$ cat config.mk
export PLATFORM = sky130hd
export DESIGN_NAME = calendar_date_subtract_unit
export DESIGN_NICKNAME = d
export VERILOG_FILES = /design/src/cds_pkg.sv /design/src/cds_ctrl.sv /design/src/cds_datapath.sv /design/src/calendar_date_subtract_unit.sv
export SDC_FILE = /design/constraint.sdc
export NUM_CORES = 1
export LEC_CHECK = 0
export BUFFER_PORTS_ARGS = -buffer_cell sky130_fd_sc_hd__buf_2
export CORE_AREA = 5 5 187 189
export DETAILED_ROUTE_END_ITERATION = 10
export DIE_AREA = 0 0 192 194
export GPL_ROUTABILITY_DRIVEN = 1
export PLACE_DENSITY_LB_ADDON = 0.05
export REMOVE_ABC_BUFFERS = 1
export SYNTH_ARGS = -nofsm -noshare
export SYNTH_HDL_FRONTEND = slang
export SYNTH_SLANG_ARGS = --single-unit
$ cat constraint.sdc
create_clock -name clock -period 5.2 [get_ports clock]
set_input_delay 0.78 -clock clock [delete_from_list [all_inputs] [get_ports clock]]
set_output_delay 0.78 -clock clock [all_outputs]
set_load 0.01 [all_outputs]
$ cat src/cds_pkg.sv
// ----------------------------------------------------------------------------
// cds_pkg: shared definitions for the calendar date subtract unit
// Field widths, unit and status codes, month length lookup and the
// command/status bundles between controller and datapath.
// ----------------------------------------------------------------------------
`default_nettype none

package cds_pkg;

   // step count width; the week count holds up to seven times the count
   localparam int COUNT_WIDTH  = 10;
   localparam int NSTEP_WIDTH  = COUNT_WIDTH + 3;
   localparam int MULT_WIDTH   = 10;
   localparam int PROD_WIDTH   = COUNT_WIDTH + MULT_WIDTH;

   localparam int DAY_WIDTH    = 5;
   localparam int MONTH_WIDTH  = 4;
   localparam int YEAR_WIDTH   = 14;
   localparam int STATUS_WIDTH = 2;
   localparam int UNIT_WIDTH   = 3;
   localparam int CENT_WIDTH   = 8;
   localparam int REM_WIDTH    = 7;

   localparam logic [YEAR_WIDTH-1:0] YEAR_MAX = YEAR_WIDTH'(9999);

   // year / 100 as (year * RECIP_100) >> RECIP_SHIFT, exact below 2**14
   localparam int RECIP_WIDTH = 13;
   localparam int RECIP_SHIFT = 19;
   localparam logic [RECIP_WIDTH-1:0] RECIP_100 = RECIP_WIDTH'(5243);
   localparam int CENT_PROD_WIDTH = YEAR_WIDTH + RECIP_WIDTH;
   localparam logic [REM_WIDTH-1:0] HUNDRED = REM_WIDTH'(100);
   localparam logic [REM_WIDTH-1:0] REM_TOP = REM_WIDTH'(99);

   // units
   localparam logic [UNIT_WIDTH-1:0] UNIT_DAY        = 3'd0;
   localparam logic [UNIT_WIDTH-1:0] UNIT_WEEK       = 3'd1;
   localparam logic [UNIT_WIDTH-1:0] UNIT_MONTH      = 3'd2;
   localparam logic [UNIT_WIDTH-1:0] UNIT_YEAR       = 3'd3;
   localparam logic [UNIT_WIDTH-1:0] UNIT_DECADE     = 3'd4;
   localparam logic [UNIT_WIDTH-1:0] UNIT_CENTURY    = 3'd5;
   localparam logic [UNIT_WIDTH-1:0] UNIT_MILLENNIUM = 3'd6;

   // result status
   localparam logic [STATUS_WIDTH-1:0] STATUS_OK        = 2'd0;
   localparam logic [STATUS_WIDTH-1:0] STATUS_INVALID   = 2'd1;
   localparam logic [STATUS_WIDTH-1:0] STATUS_UNDERFLOW = 2'd2;

   localparam logic [MONTH_WIDTH-1:0] MONTH_JAN = 4'd1;
   localparam logic [MONTH_WIDTH-1:0] MONTH_DEC = 4'd12;
   localparam logic [DAY_WIDTH-1:0]   DAY_LAST_DEC = 5'd31;

   // controller to datapath
   typedef struct packed {
      logic load;
      logic calc_cent;
      logic calc_rem;
      logic mark_invalid;
      logic step_day;
      logic step_month;
      logic mul;
      logic sub;
   } cmd_type;

   // datapath to controller
   typedef struct packed {
      logic                  date_ok;
      logic                  count_zero;
      logic                  failed;
      logic [UNIT_WIDTH-1:0] unit;
   } stat_type;

   // month length; zero for a month code outside 1..12
   function automatic logic [DAY_WIDTH-1:0] days_in(input logic [MONTH_WIDTH-1:0] month,
                                                    input logic leap);
      logic [DAY_WIDTH-1:0] len;
      case (month)
         4'd1, 4'd3, 4'd5, 4'd7, 4'd8, 4'd10, 4'd12: len = 5'd31;
         4'd4, 4'd6, 4'd9, 4'd11:                     len = 5'd30;
         4'd2:                                        len = leap ? 5'd29 : 5'd28;
         default:                                     len = 5'd0;
      endcase
      return len;
   endfunction

endpackage

`default_nettype wire

$ cat src/cds_ctrl.sv
// ----------------------------------------------------------------------------
// cds_ctrl: sequencing controller
// Walks one transaction through decode, date check, the stepping loop or
// the year multiply, and the result strobe.
// ----------------------------------------------------------------------------
`default_nettype none

module cds_ctrl (
   input  wire logic              clock,
   input  wire logic              reset,
   input  wire logic              start,
   input  wire cds_pkg::stat_type stat,
   output cds_pkg::cmd_type       cmd,
   output logic                   busy,
   output logic                   rsp_valid
);

   localparam logic [3:0] S_IDLE  = 4'd0;
   localparam logic [3:0] S_CENT  = 4'd1;
   localparam logic [3:0] S_REM   = 4'd2;
   localparam logic [3:0] S_CHECK = 4'd3;
   localparam logic [3:0] S_DAY   = 4'd4;
   localparam logic [3:0] S_MONTH = 4'd5;
   localparam logic [3:0] S_MUL   = 4'd6;
   localparam logic [3:0] S_SUB   = 4'd7;
   localparam logic [3:0] S_DONE  = 4'd8;

   logic [3:0] state_ff;
   logic [3:0] state_in;

   // next state and commands
   always_comb begin
      state_in = state_ff;
      cmd      = '0;
      unique case (state_ff)
         S_IDLE: begin
            if (start) begin
               cmd.load = 1'b1;
               state_in = S_CENT;
            end
         end
         S_CENT: begin
            cmd.calc_cent = 1'b1;
            state_in      = S_REM;
         end
         S_REM: begin
            cmd.calc_rem = 1'b1;
            state_in     = S_CHECK;
         end
         S_CHECK: begin
            if (!stat.date_ok) begin
               cmd.mark_invalid = 1'b1;
               state_in         = S_DONE;
            end else begin
               case (stat.unit) inside
                  cds_pkg::UNIT_DAY, cds_pkg::UNIT_WEEK: state_in = S_DAY;
                  cds_pkg::UNIT_MONTH:                   state_in = S_MONTH;
                  cds_pkg::UNIT_YEAR, cds_pkg::UNIT_DECADE,
                  cds_pkg::UNIT_CENTURY, cds_pkg::UNIT_MILLENNIUM: state_in = S_MUL;
                  default:                               state_in = S_DONE;
               endcase
            end
         end
         S_DAY: begin
            if (stat.count_zero || stat.failed) begin
               state_in = S_DONE;
            end else begin
               cmd.step_day = 1'b1;
            end
         end
         S_MONTH: begin
            if (stat.count_zero || stat.failed) begin
               state_in = S_DONE;
            end else begin
               cmd.step_month = 1'b1;
            end
         end
         S_MUL: begin
            cmd.mul  = 1'b1;
            state_in = S_SUB;
         end
         S_SUB: begin
            cmd.sub  = 1'b1;
            state_in = S_DONE;
         end
         S_DONE: begin
            state_in = S_IDLE;
         end
         default: begin
            state_in = S_IDLE;
         end
      endcase
   end

   // hold state
   always_ff @(posedge clock) begin
      if (reset) begin
         state_ff <= S_IDLE;
      end else begin
         state_ff <= state_in;
      end
   end

   assign busy      = (state_ff != S_IDLE);
   assign rsp_valid = (state_ff == S_DONE);

endmodule

`default_nettype wire

$ cat src/cds_datapath.sv
// ----------------------------------------------------------------------------
// cds_datapath: date registers and step logic
// Holds the working date with its year split into century and remainder
// for the leap test, the step counter, the year product and the status.
// ----------------------------------------------------------------------------
`default_nettype none

module cds_datapath (
   input  wire logic                               clock,
   input  wire cds_pkg::cmd_type                   cmd,
   input  wire logic [cds_pkg::UNIT_WIDTH-1:0]     req_type,
   input  wire logic [cds_pkg::COUNT_WIDTH-1:0]    req_step_count,
   input  wire logic [cds_pkg::DAY_WIDTH-1:0]      req_start_day,
   input  wire logic [cds_pkg::MONTH_WIDTH-1:0]    req_start_month,
   input  wire logic [cds_pkg::YEAR_WIDTH-1:0]     req_start_year,
   output cds_pkg::stat_type                       stat,
   output logic [cds_pkg::DAY_WIDTH-1:0]           rsp_result_day,
   output logic [cds_pkg::MONTH_WIDTH-1:0]         rsp_result_month,
   output logic [cds_pkg::YEAR_WIDTH-1:0]          rsp_result_year,
   output logic [cds_pkg::STATUS_WIDTH-1:0]        rsp_status
);

   logic [cds_pkg::UNIT_WIDTH-1:0]   unit_ff;
   logic [cds_pkg::DAY_WIDTH-1:0]    orig_day_ff;
   logic [cds_pkg::MONTH_WIDTH-1:0]  orig_month_ff;
   logic [cds_pkg::YEAR_WIDTH-1:0]   orig_year_ff;
   logic [cds_pkg::DAY_WIDTH-1:0]    day_ff;
   logic [cds_pkg::MONTH_WIDTH-1:0]  month_ff;
   logic [cds_pkg::YEAR_WIDTH-1:0]   year_ff;
   logic [cds_pkg::CENT_WIDTH-1:0]   cent_ff;
   logic [cds_pkg::REM_WIDTH-1:0]    rem_ff;
   logic [cds_pkg::NSTEP_WIDTH-1:0]  nstep_ff;
   logic [cds_pkg::PROD_WIDTH-1:0]   prod_ff;
   logic [cds_pkg::STATUS_WIDTH-1:0] status_ff;

   logic [cds_pkg::NSTEP_WIDTH-1:0]     nstep_load;
   logic [cds_pkg::CENT_PROD_WIDTH-1:0] cent_prod;
   logic [cds_pkg::YEAR_WIDTH:0]        rem_full;
   logic                                leap;
   logic [cds_pkg::DAY_WIDTH-1:0]       cur_len;
   logic [cds_pkg::DAY_WIDTH-1:0]       prev_len;
   logic [cds_pkg::MONTH_WIDTH-1:0]     prev_month;
   logic [cds_pkg::MULT_WIDTH-1:0]      mult;
   logic                                at_year_start;

   // count in days for a week transaction
   assign nstep_load = (req_type == cds_pkg::UNIT_WEEK)
                     ? ({req_step_count, 3'b000} - cds_pkg::NSTEP_WIDTH'(req_step_count))
                     : cds_pkg::NSTEP_WIDTH'(req_step_count);

   // split the year: century by reciprocal multiply, then remainder
   assign cent_prod = year_ff * cds_pkg::RECIP_100;
   assign rem_full  = (cds_pkg::YEAR_WIDTH+1)'(year_ff)
                    - ((cds_pkg::YEAR_WIDTH+1)'(cent_ff)
                       * (cds_pkg::YEAR_WIDTH+1)'(cds_pkg::HUNDRED));

   // leap year from the split year
   assign leap = ((year_ff[1:0] == 2'b00) && (rem_ff != '0))
              || ((rem_ff == '0) && (cent_ff[1:0] == 2'b00));

   assign cur_len    = cds_pkg::days_in(month_ff, leap);
   assign prev_month = month_ff - 4'd1;
   assign prev_len   = cds_pkg::days_in(prev_month, leap);
   assign at_year_start = (month_ff == cds_pkg::MONTH_JAN);

   // years per unit
   always_comb begin
      case (unit_ff)
         cds_pkg::UNIT_DECADE:     mult = cds_pkg::MULT_WIDTH'(10);
         cds_pkg::UNIT_CENTURY:    mult = cds_pkg::MULT_WIDTH'(100);
         cds_pkg::UNIT_MILLENNIUM: mult = cds_pkg::MULT_WIDTH'(1000);
         default:                  mult = cds_pkg::MULT_WIDTH'(1);
      endcase
   end

   // update the working registers
   always_ff @(posedge clock) begin
      if (cmd.load) begin
         unit_ff       <= req_type;
         orig_day_ff   <= req_start_day;
         orig_month_ff <= req_start_month;
         orig_year_ff  <= req_start_year;
         day_ff        <= req_start_day;
         month_ff      <= req_start_month;
         year_ff       <= req_start_year;
         nstep_ff      <= nstep_load;
         status_ff     <= cds_pkg::STATUS_OK;
      end
      if (cmd.calc_cent) begin
         cent_ff <= cent_prod[cds_pkg::RECIP_SHIFT +: cds_pkg::CENT_WIDTH];
      end
      if (cmd.calc_rem) begin
         rem_ff <= rem_full[cds_pkg::REM_WIDTH-1:0];
      end
      if (cmd.mark_invalid) begin
         status_ff <= cds_pkg::STATUS_INVALID;
      end
      // one day back, borrowing across month and year ends
      if (cmd.step_day) begin
         nstep_ff <= nstep_ff - 1'b1;
         if (day_ff > 5'd1) begin
            day_ff <= day_ff - 5'd1;
         end else if (!at_year_start) begin
            month_ff <= prev_month;
            day_ff   <= prev_len;
         end else if (year_ff == '0) begin
            status_ff <= cds_pkg::STATUS_UNDERFLOW;
         end else begin
            month_ff <= cds_pkg::MONTH_DEC;
            day_ff   <= cds_pkg::DAY_LAST_DEC;
            year_ff  <= year_ff - 1'b1;
            if (rem_ff == '0) begin
               rem_ff  <= cds_pkg::REM_TOP;
               cent_ff <= cent_ff - 1'b1;
            end else begin
               rem_ff <= rem_ff - 1'b1;
            end
         end
      end
      // one month back, clamping the day to the new month
      if (cmd.step_month) begin
         nstep_ff <= nstep_ff - 1'b1;
         if (!at_year_start) begin
            month_ff <= prev_month;
            if (day_ff > prev_len) begin
               day_ff <= prev_len;
            end
         end else if (year_ff == '0) begin
            status_ff <= cds_pkg::STATUS_UNDERFLOW;
         end else begin
            // December always has 31 days: no clamp
            month_ff <= cds_pkg::MONTH_DEC;
            year_ff  <= year_ff - 1'b1;
            if (rem_ff == '0) begin
               rem_ff  <= cds_pkg::REM_TOP;
               cent_ff <= cent_ff - 1'b1;
            end else begin
               rem_ff <= rem_ff - 1'b1;
            end
         end
      end
      // year-based units: multiply, then subtract
      if (cmd.mul) begin
         prod_ff <= nstep_ff[cds_pkg::COUNT_WIDTH-1:0] * mult;
      end
      if (cmd.sub) begin
         if (prod_ff > cds_pkg::PROD_WIDTH'(year_ff)) begin
            status_ff <= cds_pkg::STATUS_UNDERFLOW;
         end else begin
            year_ff <= year_ff - prod_ff[cds_pkg::YEAR_WIDTH-1:0];
         end
      end
   end

   // status toward the controller
   always_comb begin
      stat            = '0;
      stat.date_ok    = (month_ff >= cds_pkg::MONTH_JAN) && (month_ff <= cds_pkg::MONTH_DEC)
                     && (year_ff <= cds_pkg::YEAR_MAX) && (day_ff != '0)
                     && (day_ff <= cur_len);
      stat.count_zero = (nstep_ff == '0);
      stat.failed     = (status_ff != cds_pkg::STATUS_OK);
      stat.unit       = unit_ff;
   end

   // echo the input date on any failure
   assign rsp_result_day   = stat.failed ? orig_day_ff   : day_ff;
   assign rsp_result_month = stat.failed ? orig_month_ff : month_ff;
   assign rsp_result_year  = stat.failed ? orig_year_ff  : year_ff;
   assign rsp_status       = status_ff;

endmodule

`default_nettype wire

$ cat src/calendar_date_subtract_unit.sv
// Month-free units (year to millennium) run the year multiply and subtract after the date check;
//   day, week and month run the stepping loop over days (count * 7 for a week) or months.
// The stepping loop moves one day or one month per cycle; worst case is a week
//   transaction of 7161 days.
// Throughput: one transaction at a time; start is taken again the cycle after the strobe.
// Reset is synchronous and returns the unit to idle; no result can be stalled.
// ----------------------------------------------------------------------------
// calendar_date_subtract_unit: Gregorian date decrement
// Moves a date back by a count of days, weeks, months, years, decades,
// centuries or millennia, flagging invalid input dates and year underflow.
// ----------------------------------------------------------------------------
`default_nettype none

module calendar_date_subtract_unit (
   input  wire logic                                clock,
   input  wire logic                                reset,
   input  wire logic                                start,
   output logic                                     busy,
   input  wire logic [cds_pkg::UNIT_WIDTH-1:0]      req_type,
   input  wire logic [cds_pkg::COUNT_WIDTH-1:0]     req_step_count,
   input  wire logic [cds_pkg::DAY_WIDTH-1:0]       req_start_day,
   input  wire logic [cds_pkg::MONTH_WIDTH-1:0]     req_start_month,
   input  wire logic [cds_pkg::YEAR_WIDTH-1:0]      req_start_year,
   output logic                                     rsp_valid,
   output logic [cds_pkg::DAY_WIDTH-1:0]            rsp_result_day,
   output logic [cds_pkg::MONTH_WIDTH-1:0]          rsp_result_month,
   output logic [cds_pkg::YEAR_WIDTH-1:0]           rsp_result_year,
   output logic [cds_pkg::STATUS_WIDTH-1:0]         rsp_status
);

   cds_pkg::cmd_type  cmd;
   cds_pkg::stat_type stat;

   // sequencing
   cds_ctrl u_ctrl (
      .clock     (clock),
      .reset     (reset),
      .start     (start),
      .stat      (stat),
      .cmd       (cmd),
      .busy      (busy),
      .rsp_valid (rsp_valid)
   );

   // date arithmetic
   cds_datapath u_datapath (
      .clock            (clock),
      .cmd              (cmd),
      .req_type         (req_type),
      .req_step_count   (req_step_count),
      .req_start_day    (req_start_day),
      .req_start_month  (req_start_month),
      .req_start_year   (req_start_year),
      .stat             (stat),
      .rsp_result_day   (rsp_result_day),
      .rsp_result_month (rsp_result_month),
      .rsp_result_year  (rsp_result_year),
      .rsp_status       (rsp_status)
   );

endmodule

`default_nettype wire

### Yosys cells after proc, flatten, opt, wreduce, memory -nomap -nowiden

Index checks and enable logic that the tools add are counted.

| cells by class | value |
|---|---|
| $add $sub $neg | 9 |
| multipliers | 3 |
| div/mod/pow operators | 0 |
| order comparisons | 7 |
| eq/ne operators | 41 |
| shift-type cells | 0 |
| mux-type cells | 85 |
| bitwise logic cells | 0 |
| reductions and logical operators | 28 |

Operator list:

| operator | count |
|---|---|
| $mux W14 | 11 |
| $mux W8 | 10 |
| $mux W7 | 9 |
| $mux W4 | 15 |
| $mux W13 | 4 |
| $eq A4 B3 Y1 const B | 12 |
| $mux W5 | 9 |
| $eq A4 B4 Y1 const B | 11 |
| $pmux W10 S3 | 1 |
| $pmux W5 S3 | 2 |
| $pmux W4 S7 | 1 |
| $mul A14 B13 Y27 const B | 1 |
| $eq A4 B2 Y1 const B | 6 |
| $mux W2 | 11 |
| $gt A20 B14 Y1 | 1 |
| $mul A10 B10 Y20 | 1 |
| $le A14 B14 Y1 const B | 1 |
| $logic_not A14 Y1 | 1 |
| $reduce_or A7 Y1 | 2 |
| $sub A14 B1 Y14 const B | 1 |
| $sub A14 B14 Y14 | 1 |
| $logic_not A13 Y1 | 1 |
| $sub A13 B1 Y13 const B | 1 |
| $sub A13 B10 Y13 | 1 |
| 32 further kinds | 59 |

| word-level totals | value |
|---|---|
| register bits after elaboration | 103 |
| bits in latches | 0 |
| memory bits (writable) | 0 |
| memory bits (read-only) | 0 |
| bits of input ports | 39 |
| output and inout bits | 27 |
| word-level logic and storage cells | 186 |
| memories kept | 0 |

### Depth between registers and ports, before layout

| depth | value |
|---|---|
| depth in word-level cells | 19 |
| gate-level depth with buffers | 22 |
| gate-level depth less buffers | 21 |

### Cells and area by module

From an unflattened synthesis, not the netlist that was laid out.

| unflattened totals | value |
|---|---|
| cells, all modules | 1488 |
| area total of the unflattened synthesis | 13634.3 um^2 |

Modules (own cells, without submodules):

| module | times used | cells each | area an instance (um^2) | sequential area each (um^2) |
|---|---|---|---|---|
| cds_datapath | 1 | 1437 | 13271.5 | 2512.4 |
| cds_ctrl | 1 | 51 | 362.8 | 80.1 |

### Worst setup path after synthesis

OpenSTA, ideal clock, no wires.

| path | value |
|---|---|
| kind | register to register |
| start | register u_datapath.unit_ff[2] in the netlist's numbering |
| end | register u_datapath.prod_ff[18] in the netlist's numbering, data pin |
| setup time | 0.258 ns |
| arrival | 5.382 ns |
| data required time | 4.942 ns |
| setup slack | -0.440 ns |
| cell stages (with the launch flop) | 21 |
| path buffers | 2 |
| period minus slack after synthesis | 5.640 ns |
| path through | edfxtp_1 nor2b_1 clkbuf_1 clkbuf_1 nand2_1 nor2_1 fa_1 fa_1 inv_1 fa_1 inv_1 fa_1 ha_1 ha_1 a21o_1 a21oi_1 o31ai_1 a31o_2 a41o_1 a21oi_1 xnor2_1 |

| on the way | value |
|---|---|
| word-level cells in the longest chain between the ends | 3 |
| elaborated cells between the ends (all ways) | 5 |
| classes of those cells | 1 x mul; 3 x eq/ne; 1 x mux |

RTL lines:

| element | line | text |
|---|---|---|
| start, declared | cds_datapath.sv:23 | `logic [cds_pkg::UNIT_WIDTH-1:0] unit_ff;` |
| start signal, assigned | cds_datapath.sv:79 | `unit_ff <= req_type;` |
| $eq A3 B3 Y1 | cds_datapath.sv:68 | `case (unit_ff)` |
| $pmux W10 S3 * | cds_datapath.sv:68 |  |
| $mul A10 B10 Y20 * | cds_datapath.sv:144 | `prod_ff <= nstep_ff[cds_pkg::COUNT_WIDTH-1:0] * mult;` |
| end signal, assigned | cds_datapath.sv:144 |  |
| end, declared | cds_datapath.sv:33 | `logic [cds_pkg::PROD_WIDTH-1:0] prod_ff;` |

Mark *: on every way between the ends. The rest lies on a longest branch, timed or not.
A chain may end at the register's enable or synchronous reset.

### Final worst setup path

Ends and elaborated chain as after synthesis.

==> impl_metrics.csv <==
group,metric,value,unit
run_status,status,"finished with violations",
run_status,violations,"negative setup slack",
global_routing,antenna_found_initial,0,
clock_tree,htreeDepth,3,
floorplanning,core-area,0.0331,mm2
power,p_leak,0.00764,uW
clock_tree,insertion_delay,0.38,ns
logic_synthesis,ys_seq_elements,100,
global_routing,grt_pass1_wl,56800,um
timing,post-route-min-period,5.27,ns
timing,grt_setup_unrepaired,"true",
timing,worstMarginPinSlew,1.01,ns
logic_synthesis,yosysUniqueCellTypes,76,
worst_setup_path,worstSetupStartpointType,"flop",
timing,hold_viol,0,
placed_design,place_congestion,0.853,
worst_setup_path,reg2regPathDepth,20,
hold_path,worstHoldPathCells,1,
detailed_routing,ant_nets,0,
clock_tree,tritoncts,"done",
run,cap_violations,0,
power,p_sw_share,49.6,%
floorplanning,dieArea,0.0372,mm2
final_layout,final_common_cell,"inv_1",
logic_synthesis,syn_area,0.0133,mm2
placed_design,pre_cts_slack,-0.281,ns
detailed_routing,dr.pass1.iters,5,
floorplanning,std_cell_rows,67,
timing,max_slew_margin,32.2,%
placed_design,io_buffer_count,65,
timing,skew,0.0197,ns
logic_synthesis,yosysSeqAreaShare,19.4,%
clock_tree,ctsHoldBuffers,0,
logic_synthesis,synth-edff-count,59,
global_routing,grt_pass1_vias,10600,
final_layout,final_cells,2051,
worst_setup_path,cpPeakStageDelay,0.55,ns
floorplanning,die_w,192,um
clock_tree,cts_buffer_depth,2,
logic_synthesis,avgSynthCellArea,9.23,um2
worst_setup_path,r2r-end,"u_datapath.prod_ff[18]$_DFFE_PP_",
final_layout,finalNetCount,1984,
detailed_routing,drc_errors,0,
clock_tree,cts_buffers,9,
detailed_routing,drt_iter0_drc,531,
power,p_seq_share,13.4,%
floorplanning,die_y,194,um
timing,finalSetupTns,-0.146,ns
final_layout,drive_gt1_share,18.5,%
timing,maxSlewViolCount,0,
power,cellPowerDensity,553,mW/mm2
hold_path,min_path_type,"reg -> reg",
detailed_routing,wire_per_inst,17.2,um
final_layout,n_antenna_cell,0,
worst_setup_path,worstPathCellList,"nor2b_4 -> buf_6 -> buf_4 -> and3_4 -> buf_4 -> fa_1 -> fa_1 -> inv_1 -> fa_1 -> inv_1 -> fa_1 -> ha_4 -> ha_4 -> a21o_1 -> a21oi_4 -> o31ai_4 -> a31o_2 -> a41o_1 -> a21oi_2 -> xnor2_1",
worst_setup_path,reg2reg_slack,-0.07,ns
logic_synthesis,syn_inst,1444,
worst_setup_path,crit_slowest_cell,"fa_1",
clock_tree,clock-sinks,100,
clock_tree,root_buffer,"clkbuf_16",
worst_setup_path,path_max_fanout,4,
placed_design,place_hpwl,28900,um
floorplanning,boundaryPins,66,
clock_tree,clk_pin_slew_worst_paths,0.08,ns
detailed_routing,vias,10400,
power,clkPwrFrac,8.0,%
floorplanning,initial_utilization,40.3,%
placed_design,place_area,0.0149,mm2
power,combPwrFrac,78.7,%
worst_setup_path,endpoint_kind,"flop",
detailed_routing,via_per_inst,5.09,
placed_design,dpl.cell_count,2022,
final_layout,area_growth,16.3,%
worst_setup_path,r2r-start,"u_datapath.unit_ff[2]$_DFFE_PP_",
worst_setup_path,worstSetupPathType,"reg -> reg",
logic_synthesis,synth-main-ff-cell,"edfxtp_1",
timing,fin_crit_sh,101,%
logic_synthesis,async_flop_share,0,%
logic_synthesis,yosys_warnings,0,
final_layout,num-fill-cells,3256,
worst_setup_path,arrival,5.39,ns
final_layout,final_cell_mix,"inv_1, ha_1, fa_1",
timing,max_freq,190,MHz
global_routing,grt_usage,19.1,%
worst_setup_path,crit_top_cell,"fa_1",
final_layout,final_core_util,46.8,%
timing,setup_viol,3,
power,switchingPower,4260,uW
hold_path,hold_start,"u_datapath.rem_ff[3]$_DFF_P_",
worst_setup_path,worstPathRequired,5.32,ns
power,ir_worst_vdd,588,uV
final_layout,fin_area,0.0155,mm2
detailed_routing,routed_wl,35200,um
hold_path,min_to,"u_datapath.rem_ff[3]$_DFF_P_",
power,p_int,4320,uW
global_routing,grt_start_max_net_pins,28,
global_routing,grt-ovfl-total,0,
timing,timing.final.ws_setup,-0.0731,ns
final cells by class:
class | count | area [um2] | area share (%)
clock buffers | 9 | 225 | 1.45
repair buffers | 178 | 1210 | 7.78
well taps | 448 | 561 | 3.61
flip-flops and latches | 100 | 2600 | 16.8
multi-input cells | 1074 | 9980 | 64.3
clock inverters | 7 | 58.8 | 0.379
inverters | 235 | 882 | 5.69
worst max-delay path by stage:
stage,to,from,depth (start not counted)
after global placement,u_datapath.prod_ff[18]$_DFFE_PP_,u_datapath.unit_ff[0]$_DFFE_PP_,20
after CTS,u_datapath.prod_ff[19]$_DFFE_PP_,u_datapath.unit_ff[2]$_DFFE_PP_,21
after global routing,u_datapath.prod_ff[18]$_DFFE_PP_,u_datapath.unit_ff[0]$_DFFE_PP_,21
after detailed placement,u_datapath.prod_ff[19]$_DFFE_PP_,u_datapath.unit_ff[2]$_DFFE_PP_,20
after floorplan,u_datapath.prod_ff[18]$_DFFE_PP_,u_datapath.unit_ff[2]$_DFFE_PP_,19
final,u_datapath.prod_ff[18]$_DFFE_PP_,u_datapath.unit_ff[2]$_DFFE_PP_,20
layer usage:
metal	global-route usage (%)	up-vias	wire (um)	part of all wire [%]
li1	-	5251	-	-
met1	25.7	5038	16300	46
met2	33.4	120	17800	50
met3	2.05	23	660	1.9
met4	3.78	0	454	1.3
met5	0	-	0	0
power by group through the flow:
stage,clock (uW),sequential (uW),combinational [uW]
floorplan,0,1150,4730
global placement,0,1160,6620
detailed placement,0,1160,6620
CTS,708,1140,6780
global route,738,1160,7830
finish,684,1150,6740
stage by stage:
stage | hold WS, ns | total power (uW)
after detailed placement | 0.450 | 7780
after global routing | 0.500 | 9740
final | 0.483 | 8570
after floorplan | 0.427 | 5880
after global placement | 0.446 | 7780
after CTS | 0.473 | 8630
sequential cells by signal, indices dropped and copies added (netlist names):
register and count:
u_ctrl.state_ff 4, u_datapath.cent_ff 5, u_datapath.day_ff 5, u_datapath.month_ff 4, u_datapath.nstep_ff 13, u_datapath.orig_day_ff 5, u_datapath.orig_month_ff 4, u_datapath.orig_year_ff 14
u_datapath.prod_ff 20, u_datapath.rem_ff 7, u_datapath.rsp_status 2, u_datapath.unit_ff 3, u_datapath.year_ff 14
synth_stat cells, types with 16 or more instances:
cell type	count	area share, %
ha_1	231	22
clkbuf_1	31	0.87
nand3_1	36	1.4
a21oi_1	74	2.8
nor2_1	84	2.4
nor3_1	26	0.98
o21ai_0	48	1.8
mux2_2	26	2.2
nand2_1	101	2.8
inv_1	235	6.6
dfxtp_1	41	6.2
xnor2_1	43	2.8
xor2_1	18	1.2
and2_1	16	0.75
fa_1	116	17
edfxtp_1	59	13
a21o_1	19	1.1
timing repair:
action / CTS / global route
setup buffers: 9 / 5
gates resized for setup: 36 / 32
setup endpoints to repair: 8 / 11
pin swaps: 25 / 37
gates cloned: 1 / 0
cells by family after synthesis:
logic type | count (synthesis) | synth area share, %
AO/OA/AOI/OAI | 265 | 13.1
XOR/XNOR | 61 | 4.01
adder cells (fa/ha/maj) | 347 | 39.1
buffers and inverters | 270 | 7.68
flip-flops | 100 | 19.4
multiplexers | 40 | 3.25
AND/OR/NAND/NOR | 361 | 13.5
worst max-delay path, delay by kind of cell (launching register included):
kind | cells | cell delay (ns)
adders and majority gates | 6 | 2.60
AOI/OAI and AO/OA | 6 | 1.14
buffers and inverters | 5 | 0.49
DFF | 1 | 0.39
and+or+nand+nor | 2 | 0.34
xor gates and xnor gates | 1 | 0.08
Power figures use the tool's default switching activity.
